<file path="src/hw/rtl/spgd_pkg.sv">
// shared types, codes and helpers for the spgd drive loop
`timescale 1ns / 1ps
package spgd_pkg;

  localparam int NCH_HW = 4;

  typedef logic signed [15:0] code_t;
  typedef logic signed [9:0]  pert_t;

  // configuration register indexes
  localparam logic [1:0] CFG_GAIN  = 2'd0;
  localparam logic [1:0] CFG_PSPAN = 2'd1;
  localparam logic [1:0] CFG_ISPAN = 2'd2;
  localparam logic [1:0] CFG_SEED  = 2'd3;

  localparam logic [19:0] GAIN_RST  = 20'd131072;
  localparam logic [14:0] PSPAN_RST = 15'd655;
  localparam logic [14:0] ISPAN_RST = 15'd6554;
  localparam logic [31:0] SEED_RST  = 32'd1;

  typedef struct packed {
    logic [19:0] gain;
    logic [14:0] pspan;
    logic [14:0] ispan;
    logic [31:0] seed;
  } cfg_regs_t;

  typedef enum logic [1:0] {
    PH_BASE  = 2'd0,
    PH_PLUS  = 2'd1,
    PH_MINUS = 2'd2
  } phase_t;

  typedef enum logic [1:0] {
    MUL_V,
    MUL_DV,
    MUL_DIFF,
    MUL_GAIN
  } mul_sel_t;

  typedef enum logic [3:0] {
    ST_IDLE,
    ST_V_MUL,
    ST_V_WR,
    ST_DV_MUL,
    ST_DV_WR,
    ST_U_MUL1,
    ST_U_MUL2,
    ST_U_ACC,
    ST_EMIT
  } state_t;

  typedef struct packed {
    logic     latch_in;
    logic     wr_plus;
    logic     load_seed;
    logic     rng_step;
    mul_sel_t mul_sel;
    logic     wr_v_draw;
    logic     wr_dv;
    logic     wr_v_upd;
    logic     load_out;
    phase_t   out_phase;
  } dp_cmd_t;

  function automatic code_t sat16(input logic signed [17:0] x);
    code_t r;
    if (x > 18'sd32767) begin
      r = 16'sh7fff;
    end else if (x < -18'sd32768) begin
      r = 16'sh8000;
    end else begin
      r = x[15:0];
    end
    return r;
  endfunction

endpackage

</file>
<file path="src/hw/rtl/spgd_ctrl.sv">
// sequencer for start, phase cycling, per-channel draws and updates
`timescale 1ns / 1ps
module spgd_ctrl #(
  parameter int CHANNELS = 4,
  localparam int CH_W = (CHANNELS > 1) ? $clog2(CHANNELS) : 1
) (
  input  logic              clk,
  input  logic              rst_n,
  input  logic              in_valid,
  output logic              in_ready,
  input  logic              in_mode,
  output logic              out_valid,
  input  logic              out_ready,
  output spgd_pkg::dp_cmd_t cmd,
  output logic [CH_W-1:0]   ch
);
  import spgd_pkg::*;

  localparam logic [CH_W-1:0] LAST_CH = CH_W'(CHANNELS - 1);

  state_t          state_r, state_nxt;
  logic [CH_W-1:0] ch_r, ch_nxt;
  phase_t          phase_r, phase_nxt;
  logic            running_r, running_nxt;
  logic            out_valid_r, out_valid_nxt;

  always_ff @(posedge clk) begin
    if (!rst_n) begin
      state_r     <= ST_IDLE;
      ch_r        <= '0;
      phase_r     <= PH_BASE;
      running_r   <= 1'b0;
      out_valid_r <= 1'b0;
    end else begin
      state_r     <= state_nxt;
      ch_r        <= ch_nxt;
      phase_r     <= phase_nxt;
      running_r   <= running_nxt;
      out_valid_r <= out_valid_nxt;
    end
  end

  always_comb begin
    state_nxt     = state_r;
    ch_nxt        = ch_r;
    phase_nxt     = phase_r;
    running_nxt   = running_r;
    out_valid_nxt = out_valid_r & ~out_ready;
    in_ready      = 1'b0;

    cmd.latch_in  = 1'b0;
    cmd.wr_plus   = 1'b0;
    cmd.load_seed = 1'b0;
    cmd.rng_step  = 1'b0;
    cmd.mul_sel   = MUL_V;
    cmd.wr_v_draw = 1'b0;
    cmd.wr_dv     = 1'b0;
    cmd.wr_v_upd  = 1'b0;
    cmd.load_out  = 1'b0;
    // phase_r already holds the phase of the result being built
    cmd.out_phase = phase_r;

    unique case (state_r)
      ST_IDLE: begin
        in_ready = 1'b1;
        if (in_valid) begin
          cmd.latch_in = 1'b1;
          if (!in_mode) begin
            cmd.load_seed = 1'b1;
            ch_nxt        = '0;
            phase_nxt     = PH_BASE;
            running_nxt   = 1'b1;
            state_nxt     = ST_V_MUL;
          end else if (running_r) begin
            unique case (phase_r)
              PH_BASE: begin
                phase_nxt = PH_PLUS;
                state_nxt = ST_EMIT;
              end
              PH_PLUS: begin
                cmd.wr_plus = 1'b1;
                phase_nxt   = PH_MINUS;
                state_nxt   = ST_EMIT;
              end
              PH_MINUS: begin
                phase_nxt = PH_BASE;
                ch_nxt    = '0;
                state_nxt = ST_U_MUL1;
              end
              default: begin
                phase_nxt = PH_BASE;
                state_nxt = ST_EMIT;
              end
            endcase
          end
        end
      end
      ST_V_MUL: begin
        cmd.rng_step = 1'b1;
        cmd.mul_sel  = MUL_V;
        state_nxt    = ST_V_WR;
      end
      ST_V_WR: begin
        cmd.wr_v_draw = 1'b1;
        if (ch_r == LAST_CH) begin
          ch_nxt    = '0;
          state_nxt = ST_DV_MUL;
        end else begin
          ch_nxt    = ch_r + CH_W'(1);
          state_nxt = ST_V_MUL;
        end
      end
      ST_DV_MUL: begin
        cmd.rng_step = 1'b1;
        cmd.mul_sel  = MUL_DV;
        state_nxt    = ST_DV_WR;
      end
      ST_DV_WR: begin
        cmd.wr_dv = 1'b1;
        if (ch_r == LAST_CH) begin
          ch_nxt    = '0;
          state_nxt = ST_EMIT;
        end else begin
          ch_nxt    = ch_r + CH_W'(1);
          state_nxt = ST_DV_MUL;
        end
      end
      ST_U_MUL1: begin
        cmd.mul_sel = MUL_DIFF;
        state_nxt   = ST_U_MUL2;
      end
      ST_U_MUL2: begin
        cmd.mul_sel = MUL_GAIN;
        state_nxt   = ST_U_ACC;
      end
      ST_U_ACC: begin
        cmd.wr_v_upd = 1'b1;
        if (ch_r == LAST_CH) begin
          ch_nxt    = '0;
          state_nxt = ST_DV_MUL;
        end else begin
          ch_nxt    = ch_r + CH_W'(1);
          state_nxt = ST_U_MUL1;
        end
      end
      ST_EMIT: begin
        if (!out_valid_r || out_ready) begin
          cmd.load_out  = 1'b1;
          out_valid_nxt = 1'b1;
          state_nxt     = ST_IDLE;
        end
      end
      default: begin
        state_nxt = ST_IDLE;
      end
    endcase
  end

  assign out_valid = out_valid_r;
  assign ch        = ch_r;

endmodule

</file>
<file path="src/hw/rtl/spgd_dp.sv">
// drive datapath: generator, shared multiplier, channel state and result register
`timescale 1ns / 1ps
module spgd_dp #(
  parameter int CHANNELS = 4,
  localparam int CH_W = (CHANNELS > 1) ? $clog2(CHANNELS) : 1
) (
  input  logic                clk,
  input  spgd_pkg::cfg_regs_t cfg,
  input  spgd_pkg::dp_cmd_t   cmd,
  input  logic [CH_W-1:0]     ch,
  input  spgd_pkg::code_t     in_reading [spgd_pkg::NCH_HW],
  output spgd_pkg::code_t     out_drive [spgd_pkg::NCH_HW],
  output logic [1:0]          out_phase
);
  import spgd_pkg::*;

  code_t               v_r    [CHANNELS];
  pert_t               dv_r   [CHANNELS];
  code_t               plus_r [CHANNELS];
  code_t               rd_r   [CHANNELS];
  logic [31:0]         rng_r;
  logic signed [47:0]  prod_r;
  code_t               drive_r [NCH_HW];
  logic [1:0]          phase_r;

  logic [31:0]         x1, x2, x3;
  logic [15:0]         d;
  logic signed [15:0]  d_ctr;
  logic signed [16:0]  diff;
  logic signed [26:0]  mul_a;
  logic signed [20:0]  mul_b;
  logic signed [47:0]  prod;
  logic signed [15:0]  dv_raw;
  pert_t               dv_clamp;
  logic signed [16:0]  inc;
  code_t               v_upd;
  code_t               emit_val [NCH_HW];

  // xorshift32 step, draw is the upper half of the new word
  always_comb begin
    x1    = rng_r ^ (rng_r << 13);
    x2    = x1 ^ (x1 >> 17);
    x3    = x2 ^ (x2 << 5);
    d     = x3[31:16];
    d_ctr = {~d[15], d[14:0]};
  end

  assign diff = 17'(plus_r[ch]) - 17'(rd_r[ch]);

  always_comb begin
    unique case (cmd.mul_sel)
      MUL_V: begin
        mul_a = {11'd0, d};
        mul_b = {6'd0, cfg.ispan};
      end
      MUL_DV: begin
        mul_a = 27'(d_ctr);
        mul_b = {6'd0, cfg.pspan};
      end
      MUL_DIFF: begin
        mul_a = 27'(diff);
        mul_b = 21'(dv_r[ch]);
      end
      MUL_GAIN: begin
        mul_a = prod_r[26:0];
        mul_b = {1'b0, cfg.gain};
      end
      default: begin
        mul_a = '0;
        mul_b = '0;
      end
    endcase
  end

  assign prod = mul_a * mul_b;

  // floor shift by 16, then clamp to the perturbation range
  always_comb begin
    dv_raw = prod_r[31:16];
    if (dv_raw > 16'sd511) begin
      dv_clamp = 10'sd511;
    end else if (dv_raw < -16'sd512) begin
      dv_clamp = -10'sd512;
    end else begin
      dv_clamp = dv_raw[9:0];
    end
  end

  assign inc   = prod_r[47:31];
  assign v_upd = sat16(18'(v_r[ch]) + 18'(inc));

  always_ff @(posedge clk) begin
    prod_r <= prod;
    if (cmd.load_seed) begin
      rng_r <= (cfg.seed == 32'd0) ? 32'd1 : cfg.seed;
    end else if (cmd.rng_step) begin
      rng_r <= x3;
    end
    if (cmd.wr_v_draw) begin
      v_r[ch] <= {1'b0, prod_r[30:16]};
    end else if (cmd.wr_v_upd) begin
      v_r[ch] <= v_upd;
    end
    if (cmd.wr_dv) begin
      dv_r[ch] <= dv_clamp;
    end
    if (cmd.load_out) begin
      drive_r <= emit_val;
      phase_r <= cmd.out_phase;
    end
  end

  for (genvar j = 0; j < NCH_HW; j++) begin : g_ch
    if (j < CHANNELS) begin : g_act
      logic signed [16:0] sum;

      always_comb begin
        unique case (cmd.out_phase)
          PH_PLUS:  sum = 17'(v_r[j]) + 17'(dv_r[j]);
          PH_MINUS: sum = 17'(v_r[j]) - 17'(dv_r[j]);
          default:  sum = 17'(v_r[j]);
        endcase
      end

      assign emit_val[j] = sat16(18'(sum));

      always_ff @(posedge clk) begin
        if (cmd.latch_in) begin
          rd_r[j] <= in_reading[j];
        end
        if (cmd.wr_plus) begin
          plus_r[j] <= in_reading[j];
        end
      end
    end else begin : g_off
      assign emit_val[j] = '0;
    end
  end

  assign out_drive = drive_r;
  assign out_phase = phase_r;

endmodule

</file>
<file path="src/hw/rtl/spgd_perturb_update_loop.sv">
// top level of the spgd drive loop: configuration registers, sequencer and datapath
//
//  channel  | handshake          | payload
//  ---------+--------------------+----------------------------------------------
//  in       | in_valid/in_ready  | in_mode, in_reading_ch0..3
//  out      | out_valid/out_ready| out_drive_ch0..3, out_drive_phase
//  cfg      | cfg_valid/cfg_ready| cfg_index (0 gain, 1 pspan, 2 ispan, 3 seed), cfg_data
//
// one item at a time, all channels through one shared multiplier:
// start: draw each value, then each perturbation; baseline, plus: emit the drive;
// minus: update each channel, then draw fresh perturbations.
// a new item is taken while the previous result still waits in the output register.
// synchronous active-low reset; cfg_ready is always high.
`timescale 1ns / 1ps
module spgd_perturb_update_loop #(
  parameter int CHANNELS = 4
) (
  input  logic               clk,
  input  logic               rst_n,
  input  logic               in_valid,
  output logic               in_ready,
  input  logic               in_mode,
  input  logic signed [15:0] in_reading_ch0,
  input  logic signed [15:0] in_reading_ch1,
  input  logic signed [15:0] in_reading_ch2,
  input  logic signed [15:0] in_reading_ch3,
  output logic               out_valid,
  input  logic               out_ready,
  output logic signed [15:0] out_drive_ch0,
  output logic signed [15:0] out_drive_ch1,
  output logic signed [15:0] out_drive_ch2,
  output logic signed [15:0] out_drive_ch3,
  output logic [1:0]         out_drive_phase,
  input  logic               cfg_valid,
  output logic               cfg_ready,
  input  logic [1:0]         cfg_index,
  input  logic [31:0]        cfg_data
);
  import spgd_pkg::*;

  localparam int CH_W = (CHANNELS > 1) ? $clog2(CHANNELS) : 1;

  cfg_regs_t       cfg_r;
  dp_cmd_t         cmd;
  logic [CH_W-1:0] ch;
  code_t           rd_in [NCH_HW];
  code_t           drive [NCH_HW];

  assign cfg_ready = 1'b1;

  always_ff @(posedge clk) begin
    if (!rst_n) begin
      cfg_r.gain  <= GAIN_RST;
      cfg_r.pspan <= PSPAN_RST;
      cfg_r.ispan <= ISPAN_RST;
      cfg_r.seed  <= SEED_RST;
    end else if (cfg_valid && cfg_ready) begin
      unique case (cfg_index)
        CFG_GAIN:  cfg_r.gain  <= cfg_data[19:0];
        CFG_PSPAN: cfg_r.pspan <= cfg_data[14:0];
        CFG_ISPAN: cfg_r.ispan <= cfg_data[14:0];
        CFG_SEED:  cfg_r.seed  <= cfg_data;
        default:   cfg_r.seed  <= cfg_r.seed;
      endcase
    end
  end

  assign rd_in[0] = in_reading_ch0;
  assign rd_in[1] = in_reading_ch1;
  assign rd_in[2] = in_reading_ch2;
  assign rd_in[3] = in_reading_ch3;

  spgd_ctrl #(
    .CHANNELS (CHANNELS)
  ) u_ctrl (
    .clk       (clk),
    .rst_n     (rst_n),
    .in_valid  (in_valid),
    .in_ready  (in_ready),
    .in_mode   (in_mode),
    .out_valid (out_valid),
    .out_ready (out_ready),
    .cmd       (cmd),
    .ch        (ch)
  );

  spgd_dp #(
    .CHANNELS (CHANNELS)
  ) u_dp (
    .clk        (clk),
    .cfg        (cfg_r),
    .cmd        (cmd),
    .ch         (ch),
    .in_reading (rd_in),
    .out_drive  (drive),
    .out_phase  (out_drive_phase)
  );

  assign out_drive_ch0 = drive[0];
  assign out_drive_ch1 = drive[1];
  assign out_drive_ch2 = drive[2];
  assign out_drive_ch3 = drive[3];

endmodule

</file>
<file path="config.mk">
export PLATFORM = sky130hd
export DESIGN_NAME = spgd_perturb_update_loop
export DESIGN_NICKNAME = d
export VERILOG_FILES = /design/src/hw/rtl/spgd_pkg.sv /design/src/hw/rtl/spgd_ctrl.sv /design/src/hw/rtl/spgd_dp.sv /design/src/hw/rtl/spgd_perturb_update_loop.sv
export SDC_FILE = /design/constraint.sdc
export NUM_CORES = 2
export LEC_CHECK = 0
export BUFFER_PORTS_ARGS = -buffer_cell sky130_fd_sc_hd__clkbuf_2
export CORE_MARGIN = 2
export CORE_UTILIZATION = 30
export CTS_BUF_LIST = sky130_fd_sc_hd__clkbuf_8
export DETAILED_ROUTE_END_ITERATION = 10
export HOLD_SLACK_MARGIN = 0.02
export MAX_ROUTING_LAYER = met4
export PLACE_DENSITY = 0.51
export REMOVE_ABC_BUFFERS = 1
export SYNTH_ARGS = -nofsm -noshare
export SYNTH_HDL_FRONTEND = slang
export SYNTH_SLANG_ARGS = --single-unit
</file>
<file path="constraint.sdc">
create_clock -name clk -period 15.05 [get_ports clk]
set_input_delay 3.01 -clock clk [delete_from_list [all_inputs] [get_ports clk]]
set_output_delay 3.01 -clock clk [all_outputs]
set_load 0.05 [all_outputs]
</file>
==> impl_metrics.py <==
metrics = {
    "status": {
        "status": "finished, final reports clean",
    },
    "setup_path": {
        "criticalPathCategory": "register to register",
        "cp.arrival_ns": 12.49,
        "cp.required_ns": 15.72,
        "cp-start-kind": "register",
        "cp_common_cell": "fa_1",
        "critPathCaptureType": "register",
        "r2r_slack_ns": 3.22,
        "critPathMaxFanout": 32,
        "crit_slowest_cell": "a221oi_1",
        "cp_slowest_stage_delay_ns": 1.10,
    },
    "clock_tree": {
        "clk_latency_ns": 0.79,
        "cts_sinks": 472,
        "cts_resized": 0,
        "clk_path_buf_depth": 3,
        "cts_hold_buf": 0,
        "htree_num_levels": 3,
        "clk_pin_slew_ns": 0.07,
        "post_cts_buffers": 0,
        "clockRootBuffer": "clkbuf_8",
        "numCtsBuffers": 84,
        "cts_tree": "built",
    },
    "sta": {
        "rsz0062_at_grt": "no",
        "min_period_ns": 11.83,
        "clock_skew_ns": 0.07236,
        "fmax_ghz": 0.08456,
        "hold_viol_final": 0,
        "drv_slew": 0,
        "setup_viol": 0,
        "relSlewSlack": 0.02677,
        "worst_slew_pin_slew_ns": 1.460,
        "setup_tns_ns": 0,
        "finalCritPeriodShare": 0.7858,
    },
    "drt": {
        "drt-wirelength-per-cell_um": 20.56,
        "routed_wl_mm": 142.2,
        "dr.pass1.iters": 6,
        "met3_length_mm": 9.779,
        "drc_errors": 0,
        "wl_met1_mm": 65.68,
        "viasPerCell": 4.892,
        "routed.top_layer": "met4",
        "ant_nets": 0,
        "routed-via-count": 33840,
        "first_iter_violations": 2701,
        "dr_wl_met2_mm": 63.21,
    },
    "finish": {
        "fillers": 15750,
        "final_nets": 5733,
        "drive_gt1_frac": 0.09912,
        "syn2layout_area_growth_pct": 10.54,
    },
    "placement": {
        "portBuffers": 171,
        "gp_congestion": 0.9356,
        "dp_hpwl_mm": 111.4,
    },
    "global_routing": {
        "grt_pass1_wl_mm": 217.0,
        "grt_pass1_vias": 34520,
        "antenna_found_initial": 5,
        "grt_use_total": 0.1888,
        "gr-total-overflow": 0,
        "grt_max_degree": 83,
    },
    "synth": {
        "synth_edf_count": 330,
        "synth_cell_types": 91,
        "ys_warn_count": 0,
        "ys_seq_area_frac": 0.2795,
        "async_reset_ff_frac": 0,
        "synth_flop_cell": "edfxtp_1",
        "synthCells": 4701,
        "synth_area_per_cell_um2": 9.706,
        "synth_seq_cells": 472,
        "synth_area_um2": 45630,
    },
    "floorplan": {
        "rows": 143,
        "die_area_um2": 155200,
        "io-pin-count": 173,
        "fp.dieH_um": 394.0,
        "initial_core_util": 0.3011,
        "core_um2": 151500,
        "dieWidth_um": 394.0,
    },
    "job": {
        "drv_cap": 0,
    },
    "min_path": {
        "min_path_type": "register to register",
    },
}
-- through the flow --
step	instance area [um2]	utilization	std cells	hold WS (ns)	setup slack (ns)
after CTS	50420	0.3327	6913	0.4672	3.263
after detailed placement	48780	0.3219	6763	0.4596	3.312
final	50430	0.3328	6917	0.4666	3.224
after global placement	48770	0.3218	6761	0.4532	3.277
after global routing	50430	0.3328	6915	0.4878	2.484
after floorplan	44870	-	4507	0.4386	2.659
-- placed cells by master, fill, tap and decap left out, drive strengths merged, types with 10 or more instances in the layout --
master / instances
a211oi: 20
a21boi: 78
a21o: 50
a21oi: 212
a221o: 15
a221oi: 20
a31oi: 16
and2: 53
and3: 16
buf: 55
clkbuf: 260
clkinv: 23
dfxtp: 142
edfxtp: 330
fa: 579
ha: 231
inv: 810
maj3: 35
mux2: 25
mux2i: 30
mux4: 55
nand2: 654
nand2b: 42
nand3: 49
nand4: 12
nor2: 396
nor2b: 26
nor3: 47
nor3b: 11
nor4: 20
o211ai: 10
o21a: 50
o21ai: 122
o31ai: 15
or3: 15
xnor2: 153
xor2: 61
-- layout make-up --
class                           count  area [um2]  area share
Sequential cell                   472       12760      0.2529
Tap cell                         2030        2540     0.05036
Antenna cell                        4       10.01   0.0001985
Timing Repair Buffer              226        1264     0.02506
Inverter                          784        2943     0.05835
Clock inverter                     61       424.2    0.008410
Clock buffer                       89        1225     0.02429
Multi-Input combinational cell   3251       29270      0.5804
-- cells in the mapped netlist (50+ instances only) --
cell type / number / share of area
inv_1: 782 / 0.064
a21boi_0: 78 / 0.013
o21ai_0: 116 / 0.013
fa_1: 579 / 0.25
xnor2_1: 153 / 0.029
and2_1: 50 / 0.0069
edfxtp_1: 330 / 0.22
clkbuf_1: 159 / 0.013
dfxtp_1: 142 / 0.062
nand2_1: 654 / 0.054
xor2_1: 61 / 0.012
o21a_1: 50 / 0.0082
mux4_2: 55 / 0.027
ha_1: 231 / 0.063
nor2_1: 396 / 0.033
a21oi_1: 211 / 0.023
a21o_1: 50 / 0.0082
-- sequential cells by signal, summed over array words and instances (netlist names), named ones only --
register / count
cfg_r: 82
u_dp.out_drive: 64
u_dp.plus_r: 64
u_dp.rd_r: 64
u_dp.v_r: 64
u_dp.prod_r: 48
u_dp.dv_r: 40
u_dp.rng_r: 32
u_ctrl.state_r: 4
u_ctrl.ch: 2
u_ctrl.phase_r: 2
u_dp.out_phase: 2
u_ctrl.out_valid: 1
u_ctrl.running_r: 1
-- worst paths after layout --
path                                from                 endpoint  cells past startpoint
setup / recovery                register  u_dp.prod_r[41]$_DFF_P_                     35
hold / removal    cfg_r[51]$_SDFFE_PN0P_   cfg_r[51]$_SDFFE_PN0P_                      2
setup reg to reg                register  u_dp.prod_r[41]$_DFF_P_                     35
hold reg to reg   cfg_r[51]$_SDFFE_PN0P_   cfg_r[51]$_SDFFE_PN0P_                      2
-- critical path: cells and delay by family, from the launching register on --
family / cells / cell delay (ns)
adders and majority gates: 10 / 4.68
AOI/OAI and AO/OA: 10 / 3.63
buffers and inverters: 7 / 1.33
and+or+nand+nor: 6 / 1.08
muxes: 1 / 0.39
DFF: 1 / 0.31
xor gates and xnor gates: 1 / 0.23
-- layer usage --
layer,vias to the layer above,GRT usage
met5,-,-
met1,17000,0.2606
li1,15550,-
met2,1104,0.2843
met3,180,0.03530
met4,0,0.04892
-- cells by family (layout without fill, tap and decap cells) --
kind of cell / Yosys count / after routing / share of synthesized area
AND/OR/NAND/NOR: 1375 / 1375 / 0.1308
other: 1 / 5 / 0.00008219
multiplexers: 110 / 110 / 0.03990
AO/OA/AOI/OAI: 704 / 704 / 0.1014
adder cells (fa/ha/maj): 845 / 845 / 0.3253
XOR/XNOR: 216 / 216 / 0.04207
flip-flops: 472 / 472 / 0.2795
buffers and inverters: 978 / 1160 / 0.08103
Power is left out: the tool's default activity adds up to more than one toggle a clock period on the data nets, which glitch-free logic cannot reach.
